<file path="config.mk">
export PLATFORM = sky130hd
export DESIGN_NAME = serial_line_assembler_unit
export DESIGN_NICKNAME = d
export VERILOG_FILES = /design/src/rtl/sla_pkg.sv /design/src/rtl/sla_ram.sv /design/src/rtl/serial_line_assembler_unit.sv
export SDC_FILE = /design/constraint.sdc
export NUM_CORES = 1
export LEC_CHECK = 0
export ABC_AREA = 1
export BUFFER_PORTS_ARGS = -buffer_cell sky130_fd_sc_hd__buf_4
export CAP_MARGIN = 10
export CORE_MARGIN = 1
export CORE_UTILIZATION = 62
export DETAILED_ROUTE_END_ITERATION = 7
export PLACE_DENSITY = 0.82
export SYNTH_ARGS = -nofsm -noshare
export SYNTH_HDL_FRONTEND = slang
export SYNTH_SLANG_ARGS = --single-unit
export TNS_END_PERCENT = 5
</file>
<file path="constraint.sdc">
create_clock -name clk_i -period 4.5 [get_ports clk_i]
set_input_delay 0.675 -clock clk_i [delete_from_list [all_inputs] [get_ports clk_i]]
set_output_delay 0.675 -clock clk_i [all_outputs]
set_load 0.02 [all_outputs]
</file>
<file path="src/rtl/sla_pkg.sv">
// ----------------------------------------------------------------------------
// sla_pkg
// shared constants for the serial line assembler: sizes, register indexes
// and character codes
// ----------------------------------------------------------------------------
`default_nettype none

package sla_pkg;

  localparam int unsigned LineDepth = 64;
  localparam int unsigned AddrW     = $clog2(LineDepth);
  localparam int unsigned CntW      = AddrW;
  localparam int unsigned LimW      = 7;
  localparam int unsigned ByteW     = 8;
  localparam int unsigned LenW      = 6;
  localparam int unsigned CfgIdxW   = 8;
  localparam int unsigned CfgDataW  = 8;

  localparam logic [CfgIdxW-1:0] CfgEnable    = CfgIdxW'(0);
  localparam logic [CfgIdxW-1:0] CfgLineLimit = CfgIdxW'(1);

  localparam logic [ByteW-1:0] ChCr   = 8'h0D;
  localparam logic [ByteW-1:0] ChLf   = 8'h0A;
  localparam logic [ByteW-1:0] ChBs   = 8'h08;
  localparam logic [ByteW-1:0] ChTab  = 8'h09;
  localparam logic [ByteW-1:0] ChLow  = 8'h20;
  localparam logic [ByteW-1:0] ChHigh = 8'h7E;

  localparam logic [LimW-1:0] LimReset = LimW'(LineDepth);

  typedef enum logic [1:0] {
    ST_IDLE = 2'b01,
    ST_DUMP = 2'b10
  } state_e;

endpackage

`default_nettype wire

</file>
<file path="src/rtl/sla_ram.sv">
// ----------------------------------------------------------------------------
// sla_ram
// generic simple dual port ram, one write port, one registered read port
// ----------------------------------------------------------------------------
`default_nettype none

module sla_ram #(
  parameter int unsigned Width = 8,
  parameter int unsigned Depth = 64
) (
  input  wire logic                     clk_i,
  input  wire logic                     we_i,
  input  wire logic [$clog2(Depth)-1:0] waddr_i,
  input  wire logic [Width-1:0]         wdata_i,
  input  wire logic                     re_i,
  input  wire logic [$clog2(Depth)-1:0] raddr_i,
  output logic      [Width-1:0]         rdata_o
);

  logic [Width-1:0] mem_q [Depth];

  always_ff @(posedge clk_i) begin
    if (we_i) begin
      mem_q[waddr_i] <= wdata_i;
    end
    if (re_i) begin
      rdata_o <= mem_q[raddr_i];
    end
  end

endmodule

`default_nettype wire

</file>
<file path="src/rtl/serial_line_assembler_unit.sv">
// the first result of a line follows the accepted CR or LF through the
// dump state, the line store read and the output register
// throughput: one input byte per cycle while collecting; in a dump the next
// read waits for the prior byte to load and for the output not to stall;
// input is stalled until the last read of the line has been issued
// reset: line empty, enable set, line limit 64; the line store is not cleared
// ----------------------------------------------------------------------------
// serial_line_assembler_unit
// collects received serial bytes into a command line held in a line store
// and emits the completed line byte by byte on cr or lf
// ----------------------------------------------------------------------------
`default_nettype none

module serial_line_assembler_unit (
  input  wire logic                         clk_i,
  input  wire logic                         rst_ni,
  input  wire logic                         in_valid_i,
  output logic                              in_stall_o,
  input  wire logic [sla_pkg::ByteW-1:0]    rx_byte_i,
  output logic                              out_valid_o,
  input  wire logic                         out_stall_i,
  output logic      [sla_pkg::ByteW-1:0]    line_byte_o,
  output logic      [sla_pkg::LenW-1:0]     line_length_o,
  output logic                              last_byte_o,
  input  wire logic                         cfg_valid_i,
  output logic                              cfg_ready_o,
  input  wire logic [sla_pkg::CfgIdxW-1:0]  cfg_index_i,
  input  wire logic [sla_pkg::CfgDataW-1:0] cfg_data_i
);

  sla_pkg::state_e state_q, state_d;

  logic                       en_q, en_d;
  logic [sla_pkg::LimW-1:0]   lim_q, lim_d;
  logic [sla_pkg::CntW-1:0]   fill_q, fill_d;
  logic [sla_pkg::CntW-1:0]   len_q, len_d;
  logic [sla_pkg::AddrW-1:0]  rd_idx_q, rd_idx_d;
  logic                       rd_pend_q, rd_pend_d;
  logic                       pend_last_q, pend_last_d;
  logic                       out_valid_q, out_valid_d;
  logic [sla_pkg::ByteW-1:0]  out_byte_q, out_byte_d;
  logic [sla_pkg::CntW-1:0]   out_len_q, out_len_d;
  logic                       out_last_q, out_last_d;

  logic                       in_acc;
  logic                       out_acc;
  logic                       cfg_acc;
  logic [sla_pkg::LimW-1:0]   lim_clamp;
  logic [sla_pkg::LimW-1:0]   cap;
  logic                       is_print;
  logic                       is_eol;
  logic                       issue;
  logic                       ram_we;
  logic [sla_pkg::ByteW-1:0]  ram_rdata;

  assign in_stall_o  = (state_q != sla_pkg::ST_IDLE);
  assign cfg_ready_o = 1'b1;
  assign in_acc      = in_valid_i && !in_stall_o;
  assign out_acc     = out_valid_q && !out_stall_i;
  assign cfg_acc     = cfg_valid_i && cfg_ready_o;

  // effective line limit, clamped to 1..depth; a line holds at most one byte less
  always_comb begin
    lim_clamp = lim_q;
    if (lim_q == '0) begin
      lim_clamp = sla_pkg::LimW'(1);
    end else if (lim_q > sla_pkg::LimW'(sla_pkg::LineDepth)) begin
      lim_clamp = sla_pkg::LimW'(sla_pkg::LineDepth);
    end
  end
  assign cap = lim_clamp - sla_pkg::LimW'(1);

  assign is_print = (rx_byte_i >= sla_pkg::ChLow) && (rx_byte_i <= sla_pkg::ChHigh);
  assign is_eol   = (rx_byte_i == sla_pkg::ChCr) || (rx_byte_i == sla_pkg::ChLf);
  assign issue    = (state_q == sla_pkg::ST_DUMP) && !rd_pend_q && (!out_valid_q || !out_stall_i);

  always_comb begin
    state_d     = state_q;
    en_d        = en_q;
    lim_d       = lim_q;
    fill_d      = fill_q;
    len_d       = len_q;
    rd_idx_d    = rd_idx_q;
    rd_pend_d   = issue;
    pend_last_d = pend_last_q;
    ram_we      = 1'b0;

    unique case (state_q)
      sla_pkg::ST_IDLE: begin
        if (in_acc && en_q && (fill_q != '0 || is_print)) begin
          priority if (is_eol) begin
            len_d    = fill_q;
            rd_idx_d = '0;
            fill_d   = '0;
            state_d  = sla_pkg::ST_DUMP;
          end else if (rx_byte_i == sla_pkg::ChBs) begin
            if (fill_q != '0) begin
              fill_d = fill_q - sla_pkg::CntW'(1);
            end
          end else if (rx_byte_i == sla_pkg::ChTab) begin
            fill_d = fill_q;
          end else begin
            if (sla_pkg::LimW'(fill_q) < cap) begin
              ram_we = 1'b1;
              fill_d = fill_q + sla_pkg::CntW'(1);
            end
          end
        end
      end
      sla_pkg::ST_DUMP: begin
        if (issue) begin
          pend_last_d = (rd_idx_q == len_q - sla_pkg::CntW'(1));
          rd_idx_d    = rd_idx_q + sla_pkg::AddrW'(1);
          if (pend_last_d) begin
            state_d = sla_pkg::ST_IDLE;
          end
        end
      end
      default: begin
        state_d = sla_pkg::ST_IDLE;
      end
    endcase

    if (cfg_acc) begin
      priority if (cfg_index_i == sla_pkg::CfgEnable) begin
        if (cfg_data_i[0] != en_q) begin
          en_d   = cfg_data_i[0];
          fill_d = '0;
        end
      end else if (cfg_index_i == sla_pkg::CfgLineLimit) begin
        lim_d = cfg_data_i[sla_pkg::LimW-1:0];
      end else begin
        lim_d = lim_q;
      end
    end
  end

  // output register, loaded in the cycle after a read is issued
  always_comb begin
    out_valid_d = out_valid_q;
    out_byte_d  = out_byte_q;
    out_len_d   = out_len_q;
    out_last_d  = out_last_q;
    if (rd_pend_q) begin
      out_valid_d = 1'b1;
      out_byte_d  = ram_rdata;
      out_len_d   = len_q;
      out_last_d  = pend_last_q;
    end else if (out_acc) begin
      out_valid_d = 1'b0;
    end
  end

  always_ff @(posedge clk_i or negedge rst_ni) begin
    if (!rst_ni) begin
      state_q     <= sla_pkg::ST_IDLE;
      en_q        <= 1'b1;
      lim_q       <= sla_pkg::LimReset;
      fill_q      <= '0;
      rd_pend_q   <= 1'b0;
      out_valid_q <= 1'b0;
    end else begin
      state_q     <= state_d;
      en_q        <= en_d;
      lim_q       <= lim_d;
      fill_q      <= fill_d;
      rd_pend_q   <= rd_pend_d;
      out_valid_q <= out_valid_d;
    end
  end

  always_ff @(posedge clk_i) begin
    len_q       <= len_d;
    rd_idx_q    <= rd_idx_d;
    pend_last_q <= pend_last_d;
    out_byte_q  <= out_byte_d;
    out_len_q   <= out_len_d;
    out_last_q  <= out_last_d;
  end

  sla_ram #(
    .Width (sla_pkg::ByteW),
    .Depth (sla_pkg::LineDepth)
  ) u_line_store (
    .clk_i   (clk_i),
    .we_i    (ram_we),
    .waddr_i (fill_q),
    .wdata_i (rx_byte_i),
    .re_i    (issue),
    .raddr_i (rd_idx_q),
    .rdata_o (ram_rdata)
  );

  assign out_valid_o   = out_valid_q;
  assign line_byte_o   = out_byte_q;
  assign line_length_o = sla_pkg::LenW'(out_len_q);
  assign last_byte_o   = out_last_q;

  // read data must never land on an occupied output register
  a_load_free: assert property (@(posedge clk_i) disable iff (!rst_ni)
    rd_pend_q |-> !out_valid_q)
    else $error("line store data arrived while output register busy");

  // the line store is never written during a dump
  a_no_write_dump: assert property (@(posedge clk_i) disable iff (!rst_ni)
    ram_we |-> (state_q == sla_pkg::ST_IDLE))
    else $error("line store written during dump");

  // a dump always covers a non-empty line
  a_dump_len: assert property (@(posedge clk_i) disable iff (!rst_ni)
    (state_q == sla_pkg::ST_DUMP) |-> (len_q != '0))
    else $error("dump of an empty line");

  // issuing the last read ends the dump
  a_dump_end: assert property (@(posedge clk_i) disable iff (!rst_ni)
    (issue && pend_last_d) |=> (state_q == sla_pkg::ST_IDLE) && out_last_d)
    else $error("dump did not end after last read");

endmodule

`default_nettype wire
</file>
# Word-level counts from Yosys, hierarchy flattened
# Memories as Yosys holds them, arrays and structs flattened. A register that Yosys moved wholly into a read port is not among the register bits.
# Index checks and enable logic that the tools add are counted.
[op_classes]
addsub = 5
mul = 0
n_div = 0
order_cmp = 4
eq_ne = 14
shift = 0
n_mux = 31
bitwise_logic = 1
reduce_logical = 25
[ops]
columns = ["op", "n"]
rows = [
  ["two-way mux 6 bit", 13],
  ["== test 8 x 4 -> 1 bit, second input constant", 4],
  ["two-way mux 7 bit", 2],
  ["adder 6 x 1 -> 6 bit, second input constant", 2],
  ["case mux 6 bit (2 select lines)", 1],
  ["subtractor 6 x 1 -> 6 bit, second input constant", 2],
  ["two-way mux 1 bit", 10],
  ["AND reduction 3 bit", 3],
  ["== test 8 x 1 -> 1 bit, second input constant", 1],
  ["greater-or-equal comparator 8 x 6 -> 1 bit, second input constant", 1],
  ["<= comparator 8 x 7 -> 1 bit, second input constant", 1],
  ["logical NOT 8 bit", 1],
  ["two-way mux 2 bit", 4],
  ["AND reduction 4 bit", 2],
  ["> comparator 7 bit, second input constant", 1],
  ["logical AND 1 bit", 7],
  ["logical NOT 7 bit", 1],
  ["< comparator 6 x 7 -> 1 bit", 1],
  ["subtractor 7 x 1 -> 7 bit, second input constant", 1],
  ["== test 6 bit", 1],
  ["inequality test 2 bit, second input constant", 3],
  ["nonzero test 6 bit", 1],
  ["logical NOT 1 bit", 4],
  ["inequality test 2 x 1 -> 1 bit, second input constant", 2],
  ["other kinds (8)", 11],
]
[word_totals]
reg_bits = 46
latch_bits = 0
ramBits = 512
rom_bits = 0
out_inout_bits = 18
n_memories = 1
[memory_table]
columns = ["name", "words", "width", "rd", "rd_ports_with_merged_regs", "wr", "line", "text"]
rows = [
  ["u_line_store.mem_q", 64, 8, 1, 1, 1, "sla_ram.sv:20", "logic [Width-1:0] mem_q [Depth];"],
]

# Depth between registers and ports, before layout
# Gate-level depths: netlist of the first run.
[logic_depth]
ltp_word = 14
mapped_depth = 22
depth_no_buf = 22

# Modules after synthesis
# From an unflattened synthesis of the first run, not the netlist that was laid out.
[hier_totals]
cells_unflattened = 2095
area_unflattened_um2 = 24146.9
[modules_own_cells]
columns = ["module", "n_inst", "cells_per_inst", "area_each_um2"]
rows = [
  ["sla_ram", 1, 1805, 21419.3],
  ["serial_line_assembler_unit", 1, 290, 2727.6],
]

# Worst setup path before layout of the first run
# No wires, ideal clock.
[synth_timing]
path_type = "register to register"
startpoint = "reg lim_q[1] in the netlist's numbering"
endpoint = "mem u_line_store.mem_q[40][0] (enable)"
setup_time_ns = 0.370
t_arrival_ns = 2.950
required_time_ns = 4.130
slack_ns = 1.179
path_stages_with_launch = 17
n_path_buf = 0
cell_sequence = "dfrtp_1 -> inv_2 -> nand2_2 -> nor2_1 -> nand2_1 -> a21oi_1 -> nor2_1 -> a221oi_1 -> nor2_1 -> ha_1 -> a21oi_1 -> nand2_4 -> nor2_8 -> nand3_4 -> nor2_4 -> nand2_2 -> nor2_1"
[synth_via]
elab_chain_len = 13
word_cells_on_any_way = 14
[synth_lines]
columns = ["element", "line", "text"]
rows = [
  ["start: declaration", "serial_line_assembler_unit.sv:34", "logic [sla_pkg::LimW-1:0] lim_q, lim_d;"],
  ["start signal: assignment", "serial_line_assembler_unit.sv:158", "lim_q <= sla_pkg::LimReset;"],
  ["start signal: assignment", "serial_line_assembler_unit.sv:165", "lim_q <= lim_d;"],
  ["> comparator 7 bit", "serial_line_assembler_unit.sv:67", "end else if (lim_q > sla_pkg::LimW'(sla_pkg::LineDepth)) begin"],
  ["two-way mux 7 bit", "serial_line_assembler_unit.sv:67", ""],
  ["two-way mux 7 bit (*)", "serial_line_assembler_unit.sv:65", "if (lim_q == '0) begin"],
  ["subtractor 7 x 1 -> 7 bit (*)", "serial_line_assembler_unit.sv:71", "assign cap = lim_clamp - sla_pkg::LimW'(1);"],
  ["< comparator 6 x 7 -> 1 bit (*)", "serial_line_assembler_unit.sv:103", "if (sla_pkg::LimW'(fill_q) < cap) begin"],
  ["two-way mux 1 bit (*)", "serial_line_assembler_unit.sv:103", ""],
  ["two-way mux 1 bit (*)", "serial_line_assembler_unit.sv:100", "end else if (rx_byte_i == sla_pkg::ChTab) begin"],
  ["two-way mux 1 bit (*)", "serial_line_assembler_unit.sv:96", "end else if (rx_byte_i == sla_pkg::ChBs) begin"],
  ["two-way mux 1 bit (*)", "serial_line_assembler_unit.sv:91", "priority if (is_eol) begin"],
  ["two-way mux 1 bit (*)", "serial_line_assembler_unit.sv:90", "if (in_acc && en_q && (fill_q != '0 || is_print)) begin"],
  ["two-way mux 1 bit (*)", "serial_line_assembler_unit.sv:88", "unique case (state_q)"],
  ["two-way mux 1 bit (*)", "sla_ram.sv:23", "if (we_i) begin"],
  ["two-way mux 1 bit (not written as such) (*)", "sla_ram.sv:24", "mem_q[waddr_i] <= wdata_i;"],
  ["end: declaration", "sla_ram.sv:20", ""],
]
# Mark *: on every way between the ends. The rest lies on a longest branch, timed or not.

# Worst setup path after layout of the first run
[layout_timing]
startpoint = "reg lim_q[1] in the netlist's numbering"
endpoint = "mem u_line_store.mem_q[18][6] (enable)"
# Same word-level chain as after synthesis.

==> results.toml, run 1 <==
[synthesis]
synth_top_family_by_area = "compound AO/OA/AOI/OAI gates"
synth_common_cells = "548 x edfxtp_1, 344 x nor2_1, 227 x o21ai_0"
synthTopCellsByArea = "edfxtp_1 71%, nor2_1 5.6%, o21ai_0 4.9%"
synth-seq-area-share_pct = 73.4
synth_fa_ha_area_share_pct = 0.543
muxShareOfSynthArea_pct = 0.293
yosys.area_share.simple_pct = 11.0
ys_ff_latch = 566
yosysTopAreaCell = "edfxtp_1"
synth.most_common_cell = "edfxtp_1"
synthCells = 1801
synth_compound_area_share_pct = 11.4
yosys_warnings = 0
async_reset_ff_share_pct = 3.18
avgSynthCellArea_um2 = 12.8
synth-main-ff-cell = "edfxtp_1"
synthXorXnorAreaFrac_pct = 0.532
synth_edf_count = 548
synth_top_area_share_pct = 71.4
syn_nets = 1840
synth_area_um2 = 23000
ys_types = 48

[timing]
maxSlewViolCount = 0
fmax_mhz = 240
setup_violations = 0
finalCritPeriodShare_pct = 92.5
fin_crit_ps = 4160
rsz0062_at_grt = "no"
worstMarginPinSlew_ps = 1250
hold_viol = 0
skew_ps = 15.0
tns_ps = 0
relSlewSlack_pct = 16.8

[worst_setup_path]
start_kind = "flop"
cp_slowest_cell = "nor2_1"
critPathTopFamily = "simple AND/OR/NAND/NOR gates"
slowest_delay_ps = 700
crit_cells = 16
path_buf_inv = 1
r2r-start = "lim_q[1]$_DFFE_PN0P_"
critPathMaxFanout = 9
crit_chain = "inv_2 -> nand2_2 -> nor2_1 -> nand2_1 -> a21oi_1 -> nor2_1 -> a221oi_1 -> nor2_1 -> ha_1 -> a21oi_1 -> nand2_4 -> nor2_8 -> nand3_4 -> nor2_4 -> nand2_2 -> nor2_1"
crit_top_cell = "nor2_1"
worst_r2r_path_depth = 16
required_ps = 4720
worstPathArrival_ps = 4390
criticalPathCategory = "flop to flop"
cp-end-kind = "flop"
startpoint = "lim_q[1]$_DFFE_PN0P_"

[final_layout]
drive_gt1_share_pct = 10.5
fin_nets = 1855
fill_cells = 2339
synthToLayoutAreaGrowth_pct = 10.5
design_area_um2 = 25400
antenna_cells = 0

[drt]
wirelength_mm = 56.3
drc = 0
viasPerCell = 6.55
dr.pass1.iters = 6
antenna_left = 0
wire_per_inst_um = 24.2
via_count = 15200
drt_iter0_drc = 1910

[placement]
port_buffers = 44
place_congestion = 0.985
dp_hpwl_mm = 33.6
dpl_cell_area_um2 = 23700

[hold_path]
hp-class = "input pin to flop"
hp-start = "cfg_data_i[1]"
hold_path_depth = 2

[cts]
clkLatencyLatePin_ps = 600
clock-sinks = 566
cts_root_buf = "clkbuf_16"
cts_tree = "built"
cts_setup_buffers = 0
cts_max_path_buffers = 3
cts_buffers = 55
htree_levels = 2
clk_transition_reported_paths_ps = 60
cts-resized-gates = 0

[floorplanning]
pin_count = 47
fp.dieH_um = 195
std_cell_rows = 70
initial_core_util_pct = 62.9
die_x_um = 195
dieArea_um2 = 37900
core_area_um2 = 36600

[pwr]
p_switching_mw = 3.23
internal_power_mw = 8.94
p_seq_share_pct = 49.2
p_leak_nw = 8.35
clkPwrFrac_pct = 36.6
ir_worst_vdd_mv = 0.451
switching_share_pct = 26.5
power_frac_comb_pct = 14.2
pwr_density_cell_nw_per_um2 = 478

[global_route]
grt_use_met2_pct = 47.2
gr-usage-all-layers_pct = 29.9
grt_pass1_vias = 14600
grt_pass1_wl_mm = 84.7
grt_use_met3_pct = 6.26
antenna_found_initial = 0
grt_use_met1_pct = 40.6
grt_start_max_net_pins = 260
grt_overflow = 0
busiest_layer = "met2"

[job]
maxCapViolCount = 0

[run_status]
status = "complete, no violations"
[stage by stage]
stage | setup WS, ps | cells | power, mW | util [%] | hold slack (ps)
floorplan | 1180 | 1801 | 7.15 | - | 379
global placement | 634 | 2226 | 7.71 | 64.8 | 404
detailed placement | 455 | 2226 | 7.76 | 64.8 | 414
CTS | 398 | 2326 | 12.1 | 69.5 | 295
global route | 105 | 2326 | 12.5 | 69.5 | 301
finish | 337 | 2326 | 12.2 | 69.5 | 315
[what timing repair did]
item | CTS | global route
hold buffers | 1 | 0
hold endpoints to repair | 15 | 0
setup endpoints to repair | 0 | 0
[cells in the final DEF (no fill, tap or decap), types with 5 or more instances in the layout]
cell type | synthesis | final
a21oi_1 | 33 | 33
buf_4 | 2 | 66
bufinv_16 | 0 | 5
clkbuf_1 | 81 | 12
clkbuf_16 | 0 | 55
clkinv_1 | 6 | 15
clkinv_2 | 1 | 13
dfrtp_1 | 15 | 15
edfxtp_1 | 548 | 548
ha_1 | 10 | 10
inv_1 | 37 | 36
inv_2 | 7 | 7
mux2_2 | 6 | 6
nand2_1 | 120 | 120
nand2_2 | 9 | 9
nand3_1 | 53 | 53
nand4_1 | 29 | 29
nor2_1 | 344 | 343
nor2_2 | 10 | 11
nor3_1 | 7 | 7
o211ai_1 | 20 | 20
o21ai_0 | 227 | 227
o21ai_1 | 35 | 35
o221ai_1 | 47 | 47
o22ai_1 | 81 | 81
xnor2_1 | 6 | 6
xor2_1 | 8 | 8
[layer usage]
layer | vias to the layer above | routed length [um]
met5 | - | 0
met4 | 0 | 2490
met3 | 179 | 6330
met2 | 1067 | 26600
met1 | 7279 | 20900
li1 | 6705 | -
[path summary, 6_finish.rpt]
kind	slack [ps]	endpoint
max in group asynchronous	3740	en_q$_DFFE_PN1P_
max	340	u_line_store.mem_q[18][6]$_DFFE_PP_
min reg2reg	440	line_byte_o[2]$_DFFE_PP_
max reg2reg	340	u_line_store.mem_q[18][6]$_DFFE_PP_
min in group asynchronous	490	lim_q[3]$_DFFE_PN0P_
min	320	lim_q[1]$_DFFE_PN0P_
[power groups by stage]
stage	clock network, mW	registers, mW	logic (mW)
floorplan	0	6.08	1.07
CTS	4.47	5.98	1.69
detailed placement	0	6.09	1.68
finish	4.45	5.98	1.73
global route	4.65	5.98	1.86
global placement	0	6.08	1.63
[area by class of cell]
type                       instances  area, um^2  area share, %
tap                              468         586           2.30
inverter                          51         198          0.777
multi-input combinational       1073        5480           21.5
clock buffer                      69        1450           5.69
clock inverter                    30         278           1.09
sequential                       566       16900           66.4
timing repair buffer              69         546           2.14
[registers in the layout (all words and copies together), names as in the netlist]
signal	flops
u_line_store.rdata_o	8
pend_last_q	1
lim_q	7
out_valid_o	1
rd_pend_q	1
state_q	2
rd_idx_q	6
u_line_store.mem_q	512
en_q	1
line_byte_o	8
fill_q	6
len_q	6
last_byte_o	1
line_length_o	6
[kinds of logic after synthesis]
family / after synthesis
buffers and inverters: 162
DFF: 566
AOI/OAI and AO/OA: 453
and+or+nand+nor: 589
other: 1
xor gates and xnor gates: 14
adders and majority gates: 10
muxes: 6
(Power assumes the default switching activity.)
==> run 2: changes to the inputs <==
==> constraint.sdc (replaced) <==
create_clock -name clk_i -period 4.38 [get_ports clk_i]
set_input_delay 0.657 -clock clk_i [delete_from_list [all_inputs] [get_ports clk_i]]
set_output_delay 0.657 -clock clk_i [all_outputs]
set_load 0.02 [all_outputs]
==> run 2 against run 1 <==
  * Wire length decreased by 1.9%
  * Global-route usage decreased by 0.42 points
  * Sequential share of layout area decreased by 0.33 points
  * Largest cell class unchanged
  * Highest routed layer unchanged
==> results.toml, run 2 (synthesis results as in run 1) <==
[run_status]
status = "complete, no violations"

[timing]
rsz0062_at_grt = "no"
setup_violations = 0
skew_ps = 23.6
relSlewSlack_pct = 6.70
setup_ws_ps = 392
maxSlewViolCount = 0
worstMarginPinSlew_ps = 1400
fin_crit_ps = 3990
fmax_mhz = 251
tns_ps = 0
hold_viol = 0
finalCritPeriodShare_pct = 91.0

[floorplanning]
pin_count = 47
fp.dieH_um = 195
std_cell_rows = 70
dieArea_um2 = 37900
die_x_um = 195
core_area_um2 = 36600
initial_core_util_pct = 62.9

[worst_setup_path]
required_ps = 4590
start_kind = "flop"
crit_top_cell = "nor2_1"
criticalPathCategory = "flop to flop"
worstPathArrival_ps = 4190
crit_chain = "inv_2 -> nand2_2 -> nor2_1 -> nand2_1 -> a21oi_1 -> nor2_1 -> a221oi_1 -> nor2_1 -> ha_1 -> a21oi_1 -> nand2_4 -> nor2_8 -> nand3_4 -> nor2_4 -> nand3_4 -> nor2_1"
critPathMaxFanout = 9
cp-end-kind = "flop"
slowest_delay_ps = 690
cp_slowest_cell = "nor2_1"

[cts]
cts_max_path_buffers = 3
clock-sinks = 566
cts_root_buf = "clkbuf_16"
htree_levels = 2
cts_setup_buffers = 0
clk_transition_reported_paths_ps = 60
cts_tree = "built"
cts_buffers = 53
cts-resized-gates = 0
clkLatencyLatePin_ps = 590

[global_route]
antenna_found_initial = 0
gr-usage-all-layers_pct = 29.4
grt_start_max_net_pins = 260
grt_overflow = 0
grt_pass1_vias = 14000
grt_pass1_wl_mm = 83.1

[drt]
antenna_left = 0
wire_per_inst_um = 23.6
dr.pass1.iters = 8
via_count = 15200
viasPerCell = 6.47
drc = 0
wirelength_mm = 55.3
drt_iter0_drc = 2132

[pwr]
pwr_density_cell_nw_per_um2 = 485
p_total_mw = 12.4
p_leak_nw = 8.43
ir_worst_vdd_mv = 0.415

[final_layout]
design_area_um2 = 25600
antenna_cells = 0
regMostFlops = "u_line_store.mem_q"
final_cell_mix = "548 x edfxtp_1, 343 x nor2_1, 227 x o21ai_0"
fin_nets = 1872
final-instance-count-excl-fill = 2343
drive_gt1_share_pct = 11.4
largest_reg_flops = 512
layout_commonest_cell = "edfxtp_1"
synthToLayoutAreaGrowth_pct = 11.0

[placement]
dpl.cell_count = 2245
dp_hpwl_mm = 32.7
place_congestion = 0.917
place_ws_ps = 367
port_buffers = 44
dpl_cell_area_um2 = 23900

[hold_path]
hp-class = "input pin to flop"

[job]
maxCapViolCount = 0
-- run 2: cell types whose count changed in the layout (fill, tap and decap cells not counted), moves of 2 or more --
| cell | delta |
|---|---|
| buf_4 | +18 |
| clkinv_1 | -3 |
| clkbuf_1 | +2 |
| clkinv_2 | -2 |
| clkinvlp_4 | +2 |
-- run 2: power breakdown --
group,switching (mW),internal (mW)
clock,1.91,2.57
sequential,0.0921,6.06
combinational,1.27,0.503
total,3.27,9.13
-- run 2: metrics by stage --
stage,hold slack [ps],utilization [%]
2_1_floorplan,361,-
3_5_place_dp,408,65.2
5_1_grt,315,69.9
4_1_cts,310,69.9
6_report,327,69.9
3_3_place_gp,407,65.2
-- run 2: critical path, delay by kind of cell (launching register included) --
kind,cells,cell delay [ps]
adder cells (fa/ha/maj),1,280
AND/OR/NAND/NOR,11,2030
flip-flops,1,430
buffers and inverters,1,70
AO/OA/AOI/OAI,3,800
-- run 2: path summary, 6_finish.rpt --
check / startpoint / end / slack, ps / depth (start not counted)
max in group asynchronous: rst_ni / lim_q[6]$_DFFE_PN1P_ / 3620 / 2
min in group asynchronous: rst_ni / out_valid_o$_DFFE_PN0P_ / 490 / 2
hold / removal: cfg_data_i[5] / lim_q[5]$_DFFE_PN0P_ / 330 / 2
hold reg to reg: u_line_store.rdata_o[2]$_DFFE_PP_ / line_byte_o[2]$_DFFE_PP_ / 430 / 0
setup / recovery: lim_q[1]$_DFFE_PN0P_ / u_line_store.mem_q[36][0]$_DFFE_PP_ / 390 / 16
setup reg to reg: lim_q[1]$_DFFE_PN0P_ / u_line_store.mem_q[36][0]$_DFFE_PP_ / 390 / 16
-- run 2: cell type report --
class                   instances  area [um^2]
repair buffers                 88          701
fillers                      2399        11000
clock inverters                26          241
well taps                     468          586
flip-flops and latches        566        16900
inverters                      51          198
clock buffers                  71         1460
multi-input cells            1073         5480
-- run 2: per-layer routing --
| metal | up-vias | track usage (%) | routed length [um] |
|---|---|---|---|
| met5 | - | 0 | 0 |
| li1 | 6748 | - | - |
| met3 | 128 | 4.79 | 6110 |
| met2 | 1023 | 47.2 | 26400 |
| met4 | 0 | 10.7 | 1900 |
| met1 | 7259 | 41.3 | 20900 |
-- run 2: repair_timing --
action | CTS | global route
endpoints found under the setup margin | 0 | 0
hold endpoints to repair | 15 | 0
hold buffers | 1 | 0
